## config.mk

```make
export PLATFORM = sky130hd
export DESIGN_NAME = tlbpt_tlb
export DESIGN_NICKNAME = d
export VERILOG_FILES = /design/src/hdl/tlbpt_pkg.sv /design/src/hdl/tlbpt_tlb.sv
export SDC_FILE = /design/constraint.sdc
export NUM_CORES = 1
export LEC_CHECK = 0
export BUFFER_PORTS_ARGS = -buffer_cell sky130_fd_sc_hd__buf_2
export CORE_MARGIN = 8
export CORE_UTILIZATION = 35
export DETAILED_ROUTE_END_ITERATION = 16
export HOLD_SLACK_MARGIN = 0.05
export PLACE_DENSITY = 0.58
export SYNTH_ARGS = -nofsm -noshare
export SYNTH_HDL_FRONTEND = slang
export SYNTH_SLANG_ARGS = --single-unit
```

## constraint.sdc

```tcl
create_clock -name clk -period 8.65 [get_ports clk]
set_input_delay 1.73 -clock clk [delete_from_list [all_inputs] [get_ports clk]]
set_output_delay 1.73 -clock clk [all_outputs]
set_load 0.02 [all_outputs]
```

## src/hdl/tlbpt_pkg.sv

```systemverilog
// Shared types and constants for the TLB page table translator.
// No dependencies.
`default_nettype none
package tlbpt_pkg;
	typedef enum logic [1:0] {
		OUT_TLB_HIT   = 2'd0,
		OUT_PT_HIT    = 2'd1,
		OUT_FAULT     = 2'd2,
		OUT_RESERVED  = 2'd3
	} outcome_t;

	localparam int unsigned ADDR_W  = 16;
	localparam int unsigned PHYS_W  = 15;
	localparam int unsigned PAGE_W  = 8;
	localparam int unsigned STAMP_W = 32;
	localparam logic        POLICY_FIFO = 1'b0;
	localparam logic        POLICY_LRU  = 1'b1;
endpackage
`default_nettype wire

```

## src/hdl/tlbpt_tlb.sv

```systemverilog
// Fully associative TLB with round-robin refill and invalidation by page.
// Depends on tlbpt_pkg.
`default_nettype none
module tlbpt_tlb #(
	parameter int unsigned ENTRIES = 16,
	parameter int unsigned FR_W    = 7
) (
	input  wire logic                      clk,
	input  wire logic                      arst_n,
	input  wire logic [tlbpt_pkg::PAGE_W-1:0] lookup_page,
	output logic                           hit,
	output logic [FR_W-1:0]                hit_frame,
	input  wire logic                      inval_en,
	input  wire logic [tlbpt_pkg::PAGE_W-1:0] inval_page,
	input  wire logic                      ins_en,
	input  wire logic [tlbpt_pkg::PAGE_W-1:0] ins_page,
	input  wire logic [FR_W-1:0]           ins_frame
);
	import tlbpt_pkg::*;
	localparam int unsigned IW = (ENTRIES > 1) ? $clog2(ENTRIES) : 1;

	logic [PAGE_W-1:0] tag_q [ENTRIES];
	logic [FR_W-1:0]   frame_q [ENTRIES];
	logic [ENTRIES-1:0] valid_q;
	logic [IW-1:0]     next_q;

	// Lowest matching valid entry wins.
	always_comb begin
		hit = 1'b0;
		hit_frame = '0;
		for (int i = ENTRIES - 1; i >= 0; i--) begin
			if (valid_q[i] && tag_q[i] == lookup_page) begin
				hit = 1'b1;
				hit_frame = frame_q[i];
			end
		end
	end

	always_ff @(posedge clk or negedge arst_n) begin
		if (!arst_n) begin
			valid_q <= '0;
			next_q <= '0;
		end else begin
			if (inval_en) begin
				for (int i = 0; i < ENTRIES; i++)
					if (valid_q[i] && tag_q[i] == inval_page)
						valid_q[i] <= 1'b0;
			end
			if (ins_en) begin
				valid_q[next_q] <= 1'b1;
				next_q <= (next_q == IW'(ENTRIES - 1)) ? '0 : next_q + 1'b1;
			end
		end
	end

	always_ff @(posedge clk) begin
		if (ins_en) begin
			tag_q[next_q] <= ins_page;
			frame_q[next_q] <= ins_frame;
		end
	end
endmodule
`default_nettype wire

```

* After elaboration in Yosys (flattened, before gate mapping)
Memory sizes are Yosys's and may differ from the RTL's. Cells that the tools add are included.
Word-level totals: register bits 20, memory bits (writable) 240, input port bits 35, output and inout bits 8, logic and storage cells 129, memories kept 2
Memory list:
- tag_q | words 16, width 8, read ports 16, clocked after Yosys merged registers in 0, write ports 1, line tlbpt_tlb.sv:22 | logic [PAGE_W-1:0] tag_q [ENTRIES];
- frame_q | words 16, width 7, read ports 16, clocked after Yosys merged registers in 0, write ports 1, line tlbpt_tlb.sv:23 | logic [FR_W-1:0] frame_q [ENTRIES];
Operators by class: add/subtract/negate cells 1, order comparisons 2, eq/ne operators 33, multiplexer cells 55, bitwise logic cells 1, reductions and logical operators 33
Operators by type and width (number):
- $eq A8 B8 Y1 | 32
- $mux W7 | 16
- $mux W1 | 35
- $logic_and A1 B1 Y1 | 33
- $mux W16 | 2
- $or A16 B16 Y16 | 1
- $lt A4 B5 Y1 const B | 1
- $add A4 B1 Y4 const B | 1
- $demux W1 S4 | 1
- $eq A4 B4 Y1 const B | 1
- $ge A4 B1 Y1 const B | 1
- $mux W4 | 1

* Longest topological paths before layout
Gate-level depths: netlist of run 1.
word-level depth 18, gate-level depth with buffers 11, depth with buffers taken out 8

* Worst setup path after synthesis of run 1
No wires, ideal clock.
kind input to output, start point input lookup_page[1] in the netlist's numbering, end point output hit_frame[5], data arrival time 3.666 ns, data required time 6.920 ns, path slack 3.254 ns, stages on the path 10, path through buf_6 buf_6 xnor2_1 nand4_1 nor3_4 nand2_1 a311o_1 a211oi_2 o31ai_1 a21oi_1
Between the ends: cells in the longest elaborated chain, start to end 18, elaborated cells between the ends (all ways) 48, classes of those cells eq/ne (16); mux (16); reduce/logical (16)
RTL lines:
- from (decl) | line tlbpt_tlb.sv:10 | input wire logic [tlbpt_pkg::PAGE_W-1:0] lookup_page,
- $eq A8 B8 Y1 | line tlbpt_tlb.sv:32 | if (valid_q[i] && tag_q[i] == lookup_page) begin
- $logic_and A1 B1 Y1 | line tlbpt_tlb.sv:32
- $mux W7 (15 in series) | line tlbpt_tlb.sv:32
- $mux W7 (*) | line tlbpt_tlb.sv:32
- to (decl) | line tlbpt_tlb.sv:12 | output logic [FR_W-1:0] hit_frame,
Every way passes the cells marked *; elsewhere a longest branch is shown, timed or not.

* Worst setup path in the final report of run 1
start point input lookup_page[5] in the netlist's numbering, end point output hit_frame[4]
Same word-level chain as after synthesis.

==> results of run 1 <==
[registers in the layout, summed over array words and instances, names as in the netlist]
signal and cells:
valid_q 16, frame_q 112, tag_q 128, next_q 4
[synth_stat cells, types with 5 or more instances]
master / number
sky130_fd_sc_hd__or3_1: 5
sky130_fd_sc_hd__xnor2_1: 111
sky130_fd_sc_hd__nor4_1: 25
sky130_fd_sc_hd__nand2_1: 40
sky130_fd_sc_hd__o21ai_0: 24
sky130_fd_sc_hd__o221ai_1: 8
sky130_fd_sc_hd__dfrtp_1: 20
sky130_fd_sc_hd__o41ai_1: 14
sky130_fd_sc_hd__a21oi_1: 17
sky130_fd_sc_hd__buf_1: 6
sky130_fd_sc_hd__a22oi_1: 5
sky130_fd_sc_hd__edfxtp_1: 240
sky130_fd_sc_hd__buf_6: 15
sky130_fd_sc_hd__nor3_1: 22
sky130_fd_sc_hd__inv_1: 12
sky130_fd_sc_hd__a21o_1: 7
sky130_fd_sc_hd__nand2b_1: 6
sky130_fd_sc_hd__nand3_1: 33
sky130_fd_sc_hd__clkbuf_1: 17
sky130_fd_sc_hd__a221oi_1: 7
sky130_fd_sc_hd__nor2_1: 33
sky130_fd_sc_hd__xor2_1: 147
sky130_fd_sc_hd__nand4_1: 18
[worst max-delay path: cells and delay by family]
family	cells	cell delay (ps)
buffers and inverters	2	810
XOR/XNOR	1	190
AO/OA/AOI/OAI	3	760
AND/OR/NAND/NOR	4	1650
[where the power goes]
group	internal, W	switching, W
clock	0.000742	0.000486
sequential	0.00153	0.0000886
combinational	0.000148	0.000275
total	0.00242	0.000849
[through the flow]
stage / power, W / utilization [%] / worst slack [ps] / cell area, um2 / hold slack (ps)
floorplan: 0.00191 / - / 3250 / 12300 / 450
global placement: 0.00206 / 37.4 / 1910 / 13000 / 466
detailed placement: 0.00207 / 37.4 / 1870 / 13000 / 468
CTS: 0.00329 / 40.1 / 1870 / 13900 / 491
global route: 0.00339 / 40.2 / 1620 / 13900 / 494
finish: 0.00327 / 40.2 / 1770 / 13900 / 490
[worst max path at each step]
stage                   startpoint           end  slack [ps]  cells after the start
floorplan           lookup_page[1]  hit_frame[5]        3250                     10
global placement    lookup_page[6]  hit_frame[4]        1910                     10
detailed placement  lookup_page[5]  hit_frame[4]        1870                     10
CTS                 lookup_page[6]  hit_frame[4]        1870                     10
global route        lookup_page[5]  hit_frame[4]        1620                     10
finish              lookup_page[5]  hit_frame[4]        1770                     10
[cell families after synthesis]
kind of cell,Yosys count
AOI/OAI and AO/OA,113
xor gates and xnor gates,258
adders and majority gates,4
DFF,260
muxes,2
and+or+nand+nor,209
buffers and inverters,55
[final cells by class]
| class | instances | area [um2] | area share [%] |
|---|---|---|---|
| clock inverters | 13 | 173 | 1.24 |
| repair buffers | 60 | 345 | 2.48 |
| multi-input cells | 586 | 4280 | 30.8 |
| flip-flops and latches | 260 | 7710 | 55.4 |
| inverters | 13 | 53.8 | 0.387 |
| well taps | 455 | 569 | 4.09 |
| diodes | 1 | 2.50 | 0.0180 |
| clock buffers | 36 | 769 | 5.53 |
[placed cells by master, fill, tap and decap left out, types with 12 or more instances in the layout]
cell type,instances
sky130_fd_sc_hd__a21oi_1,17
sky130_fd_sc_hd__buf_2,42
sky130_fd_sc_hd__buf_4,18
sky130_fd_sc_hd__clkbuf_16,27
sky130_fd_sc_hd__dfrtp_1,20
sky130_fd_sc_hd__edfxtp_1,240
sky130_fd_sc_hd__inv_1,12
sky130_fd_sc_hd__nand2_1,40
sky130_fd_sc_hd__nand3_1,33
sky130_fd_sc_hd__nand4_1,18
sky130_fd_sc_hd__nor2_1,33
sky130_fd_sc_hd__nor3_1,20
sky130_fd_sc_hd__nor4_1,25
sky130_fd_sc_hd__o21ai_0,24
sky130_fd_sc_hd__o41ai_1,14
sky130_fd_sc_hd__xnor2_1,111
sky130_fd_sc_hd__xor2_1,147
[routing by layer]
metal | share of wire [%] | track usage [%] | wire [um]
met5 | 0.030 | 0 | 10
met4 | 3.3 | 5.75 | 1110
met3 | 5.5 | 2.52 | 1850
met2 | 48 | 27.0 | 16200
met1 | 43 | 21.1 | 14400
==> results.md, run 1 <==
CTS:
- TritonCTS built the clock tree.
- The tree is rooted in a sky130_fd_sc_hd__clkbuf_16.
- In this run the number of H-tree levels came out at 1.
- The count of hold buffers inserted by post-cts repair is 0.
- The buffer levels on the longest clock path is 3.
- After clock tree synthesis, the clock-pin slew on the worst setup and hold paths is 70 ps.
- The clock drives 260 sinks.
- The total CTS buffers is 27.
- The post-cts sizing count is 0.
- For the worst-skew pair, the clock arrives at the later sink with an insertion delay of 550 ps.
- Buffers added to address setup during post-CTS repair amount to 0.

Synth:
- In the synthesized netlist the async set-or-reset flop fraction comes to 7.69%.
- The most used flip-flop cell after synthesis is sky130_fd_sc_hd__edfxtp_1.
- Summed over all instances, the cell type with the most area after synthesis is sky130_fd_sc_hd__edfxtp_1.
- The summed instance area of the synthesized netlist is 12300 um2.
- The post-synthesis average cell area is about 14 um2.
- By area the synthesized netlist is led by sky130_fd_sc_hd__edfxtp_1 58%, sky130_fd_sc_hd__xor2_1 10%, sky130_fd_sc_hd__xnor2_1 7.9%.
- Summing the areas of all compound-gate instances in the mapped netlist gives under 10% of the synthesized area.
- The synthesized design devotes to its leading area cell type about three fifths of total area.
- Summing the areas of all fa, ha and maj instances in the mapped netlist gives 0.406% of the synthesized area.
- The share of the synthesized netlist area taken by xor and xnor gates is between 10% and 20%.
- The synthesized instance count is 901.
- For this run, the number of Yosys warnings is 0.
- Yosys mapped a number of flops with a built-in enable equal to 240.
- The number of nets in the synthesized netlist is 940.
- Multiplexer cells account for 0.162% of the synthesized area.
- The flip-flop and latch count after synthesis is between 200 and 300.
- The largest family of logic cells by synthesized area is XOR/XNOR gates.
- The area share of and/or/nand/nor cells after synthesis is 9.14%.
- In this run, distinct cell masters in the synthesized netlist total 66.
- The share of the yosys chip area belonging to registers is between 60% and 70%.

Hold path:
- Counting instances, the worst hold path has a depth of 1.
- The worst hold path belongs to the class flip-flop to flip-flop.
- The hold path startpoint is valid_q[0].
- The path with the worst hold slack has its endpoint at valid_q[0].

Timing:
- The highest attainable clock frequency is approximately 150 MHz.
- The final clock period utilization by the worst path is 79.6%.
- Setup repair after global routing left no endpoint under its margin.
- The clock period could shrink to 6880 ps.
- The final-report hold violation count was 0.
- For the pin with the worst max-slew slack, the measured transition is approximately 1000 ps.
- Summed over all failing endpoints, the final setup total negative slack is 0 ps.
- The relative slew slack is 33.8%.
- The final setup violation count is 0.
- The number of pins exceeding their max-slew limit in the final report is 0.
- For the final database, setup skew stands at 25.4 ps.

Outcome:
- The run finished with clean final reports.

Critical path:
- STA classifies the critical path startpoint as an input pin.
- On the worst path, the slowest cell contributes a delay of roughly 670 ps.
- The register-to-register path setup slack is 6470 ps.
- The reg-to-reg startpoint is next_q[1].
- For the worst setup path, the data required time is between 6000 and 7000 ps.
- The kind of end point of the critical path is an output port.
- Along the worst path, the maximum fanout reaches 16.
- The standard cell with the maximum stage delay on the critical path is sky130_fd_sc_hd__nor3_2.
- The critical path is of the input pin to output port type.
- At the worst endpoint, the arrival time is between 5000 and 6000 ps.
- The worst register-to-register path has a depth of 5.
- The critical path goes through buf_2, xnor2_1, nand4_1, nor3_2, nand2_1, a21oi_1, nor4b_1, a21boi_0, o21ai_1, buf_2.
- Counting stages on the worst path, the most repeated cell is sky130_fd_sc_hd__buf_2.
- The capture point of the worst reg-to-reg path is frame_q[13][6].

Placement:
- The count of port buffers added during placement is 42.
- Summed over all nets, the half-perimeter wirelength after detailed placement is 21000 um.
- The routability congestion estimate is 0.839.
- The number of placed instances, taps included, is 1374.

Layout:
- The fraction of final layout cells sized beyond drive strength 1 is 13.3%.
- The layout overhead on the synthesized area is 12.7%.
- After the flow finishes, the layout carries non-filler instances totaling 1424.
- The post-layout net count is 987.
- The filler cells instantiated in the layout total 3179.

Floorplan:
- The starting density of the core is 35.6%.
- The die is roughly 200 um wide.
- In this run the count of I/O pins placed on the die edge is 43.
- The core outline area is 34600 um2.
- Measured along the y axis, the die boundary spans 204 um.
- The site row count is 68.
- The floorplan step defined a die boundary enclosing between 40000 and 50000 um2.

Power:
- VDD sags by at most 0.100 mV.
- The leakage power figure is 4.62 nW.
- For this design the ratio of total power to cell area is 235 nW/um2.

Global route:
- The number of antenna violations at the first check in global routing came to 2.
- The pin count of the biggest net entering global routing is 21.
- Global routing used around 16% of the available tracks across all layers.
- The final global-route overflow total is 0.
- The first global-routing pass estimated 50200 um of wire.
- The number of global-route vias before repair is 7591.

Detailed routing:
- Wires add up to between 30000 and 40000 um.
- The post-detailed-route count of antenna-violating nets is 0.
- The count of routing violations after the opening detailed-route iteration is 595.
- In the routed layout, each cell is associated on average with a via count of 5.14.
- The first TritonRoute pass finished after 5 iterations.
- The DRC violations left is 0.
- Dividing the detail-routed wire length by the instance count gives 23.6 um.
- The via count of the routed design is 7326.

Flow run:
- Max-cap violations in this run came to 0.
(Power assumes the default switching activity.)
==> run 2: changes to the inputs <==
PLACE_DENSITY = 0.6   (was 0.58)
clock period = 5.9 ns   (was 8.65 ns; I/O delays follow)
==> results.md, run 2 (synthesis gave the netlist of run 1 again) <==
Floorplan:
- The site row count is 68 (unchanged).
- The core outline area is 34600 um2 (unchanged).
- The height of the die is 204 um (unchanged).
- The horizontal extent of the die was 204 um (unchanged).
- The area of the die was 41500 um2 (unchanged).
- The number of ports placed on the die boundary is 43 (unchanged).
- The starting density of the core is 35.6% (unchanged).

Power:
- The maximum ir drop on the vdd rail is 0.294 mV (+190%).
- The cell area power density is 337 nW/um2 (+43%).
- The leakage power figure is 4.64 nW (+0.51%).
- The total power consumption of the routed design is 0.00469 W (+44%).

CTS:
- The deepest level of the CTS H-tree is 1 (unchanged).
- The worst-skew pair later-pin latency is 540 ps (about the same).
- The post-CTS setup buffer count is 0 (unchanged).
- The clock input transition at the sequential cells of the worst setup and hold paths is 60 ps (about the same).
- The count of hold buffers inserted by post-cts repair is 0 (unchanged).
- The total CTS buffers is 29 (+7.4%).
- The clock root buffer master is sky130_fd_sc_hd__clkbuf_16.
- The TritonCTS clock tree is built.
- The post-cts sizing count came to 0 (unchanged).
- The buffer levels on the longest clock path is 3 (unchanged).
- The number of clock sinks seen by CTS is 260 (unchanged).

Placement:
- The routability congestion estimate came to 0.807 (-3.8%).
- The HPWL after detailed placement is 21400 um (+2.0%).
- The count of port buffers added during placement is 42 (unchanged).
- The count of placed standard cells including taps came to 1385 (+0.80%).

Global route:
- The final global-route overflow total is 0 (unchanged).
- The number of global-route vias before repair is 7900 (+4.1%).
- The pin count of the biggest net entering global routing is 21 (unchanged).
- The wire length of the first global-routing pass was 50400 um (+0.40%).
- The number of antenna violations at the first check in global routing is 0 (-2).
- The global-route usage over all layers came to 16.2% (about the same).

Hold path:
- The worst min-delay path class is flip-flop to flip-flop.

Detailed routing:
- The count of routing violations after the opening detailed-route iteration is 608 (+2.2%).
- The number of vias per cell is 5.29 (+2.9%).
- The total wire length after detailed routing came to 33800 um (+0.83%).
- The via count of the routed design was 7585 (+3.5%).
- The post-detailed-route count of antenna-violating nets is 0 (unchanged).
- The DRC violations left is 0 (unchanged).
- The first-pass iteration count of the detailed router is 6 (+1).
- The detailed-route wire length per cell is 23.6 um (+0.19%).

Layout:
- Leaving out fill and tap cells, the most frequent cell in the layout is sky130_fd_sc_hd__edfxtp_1.
- In the layout the commonest cells are 240 x sky130_fd_sc_hd__edfxtp_1, 147 x sky130_fd_sc_hd__xor2_1, 111 x sky130_fd_sc_hd__xnor2_1.
- The post-layout instance count excluding filler cells is 1433 (+0.63%).
- The register containing the most flip-flops in the final layout is tag_q.
- The number of antenna repair diodes is 0 (-1).
- The number of flip-flops under the largest register name is 128 (unchanged).
- The largest registers in the layout are tag_q x128, frame_q x112, valid_q x16.
- Compared with the post-synthesis result, the final layout area differs by 12.9%.
- The post-layout net count was 1000 (+1.3%).
- The fraction of final layout cells sized beyond drive strength 1 is 14.0% (+0.68 points).

Critical path:
- The register-to-register path setup slack was 3710 ps (-2760 ps).
- STA classifies the critical path endpoint as an output port.
- The maximum net fanout on the critical path is 14 (-2).
- STA classifies the critical path startpoint as an input pin.
- The required time reported for the critical path endpoint was 4720 ps (-2200 ps).
- The arrival time at the worst endpoint is 3900 ps (-1250 ps).
- The type of the setup path with the least slack is input pin to output port.

Timing:
- The relative slew slack was 31.6% (-2.2 points).
- The slew at the pin closest to its max-slew limit is 1020 ps (+39.5 ps).
- The final clock period utilization by the worst path is 86.2%.
- The total negative slack came to 0 ps (unchanged).
- The worst hold margin was 489 ps (-1.39 ps).
- Setup repair after global routing left no endpoint under its margin.
- The number of pins exceeding their max-slew limit in the final report was 0 (unchanged).
- The clock skew after layout is 14.2 ps (-11.1 ps).
- The final-report hold violation count was 0 (unchanged).
- The highest attainable clock frequency is about 200 MHz.
- Counting I/O delays and the setup requirement, the final critical path takes approximately 5000 ps.
- The final setup violation count is 0 (unchanged).

Outcome:
- The run finished with clean final reports.

Flow run:
- The number of maximum-capacitance constraint violations came to 0 (unchanged).
[run 2: cell types whose count changed in the layout (fill, tap and decap cells not counted), sizes merged]
cell and change:
buf +11, diode -1, inv +1, clkbuf +3, bufinv -3, clkinvlp -2
[run 2: cell type report]
class | count | area [um2]
fill | 3223 | 20700
sequential | 260 | 7710
multi-input combinational | 586 | 4290
clock buffer | 39 | 793
tap | 455 | 569
timing repair buffer | 71 | 428
clock inverter | 9 | 81.3
inverter | 13 | 53.8
[run 2: critical path: stages]
cell	delay [ps]
sky130_fd_sc_hd__buf_2	500
sky130_fd_sc_hd__xor2_1	140
sky130_fd_sc_hd__nor4_1	310
sky130_fd_sc_hd__nand4_1	420
sky130_fd_sc_hd__nor2_1	430
sky130_fd_sc_hd__a221o_2	230
sky130_fd_sc_hd__a211oi_1	70
sky130_fd_sc_hd__a21o_1	230
sky130_fd_sc_hd__a21oi_2	180
sky130_fd_sc_hd__buf_2	190
[run 2: final timing paths]
| path | cells after the start | startpoint | to |
|---|---|---|---|
| setup / recovery | 10 | lookup_page[1] | hit_frame[3] |
| hold / removal | 1 | valid_q[1] | valid_q[1] |
| setup reg to reg | 4 | next_q[0] | frame_q[12][0] |
| hold reg to reg | 1 | valid_q[1] | valid_q[1] |
| max in group asynchronous | 1 | arst_n | valid_q[2] |
| min in group asynchronous | 1 | arst_n | valid_q[13] |
[run 2: routing by layer]
| metal | GRT usage, % | vias to the layer above | wire length, um |
|---|---|---|---|
| li1 | - | 3433 | - |
| met1 | 21.7 | 3780 | 14600 |
| met2 | 26.5 | 306 | 16000 |
| met3 | 2.76 | 66 | 2270 |
| met4 | 5.02 | 0 | 973 |
| met5 | 0 | - | 0 |
[run 2: where the power goes]
group	internal, W	leakage, nW	switching (W)	total, W
logic	0.000218	1.83	0.000413	0.000632
registers	0.00224	2.39	0.000133	0.00238
clock network	0.000978	0.429	0.000706	0.00168
[run 2: through the flow]
stage | utilization (%) | worst slack, ps | instance area, um2
after floorplan | - | 1600 | 12300
final | 40.2 | 815 | 13900
after global routing | 40.2 | 601 | 13900
after global placement | 37.7 | 764 | 13100
after CTS | 40.2 | 776 | 13900
after detailed placement | 37.7 | 785 | 13100
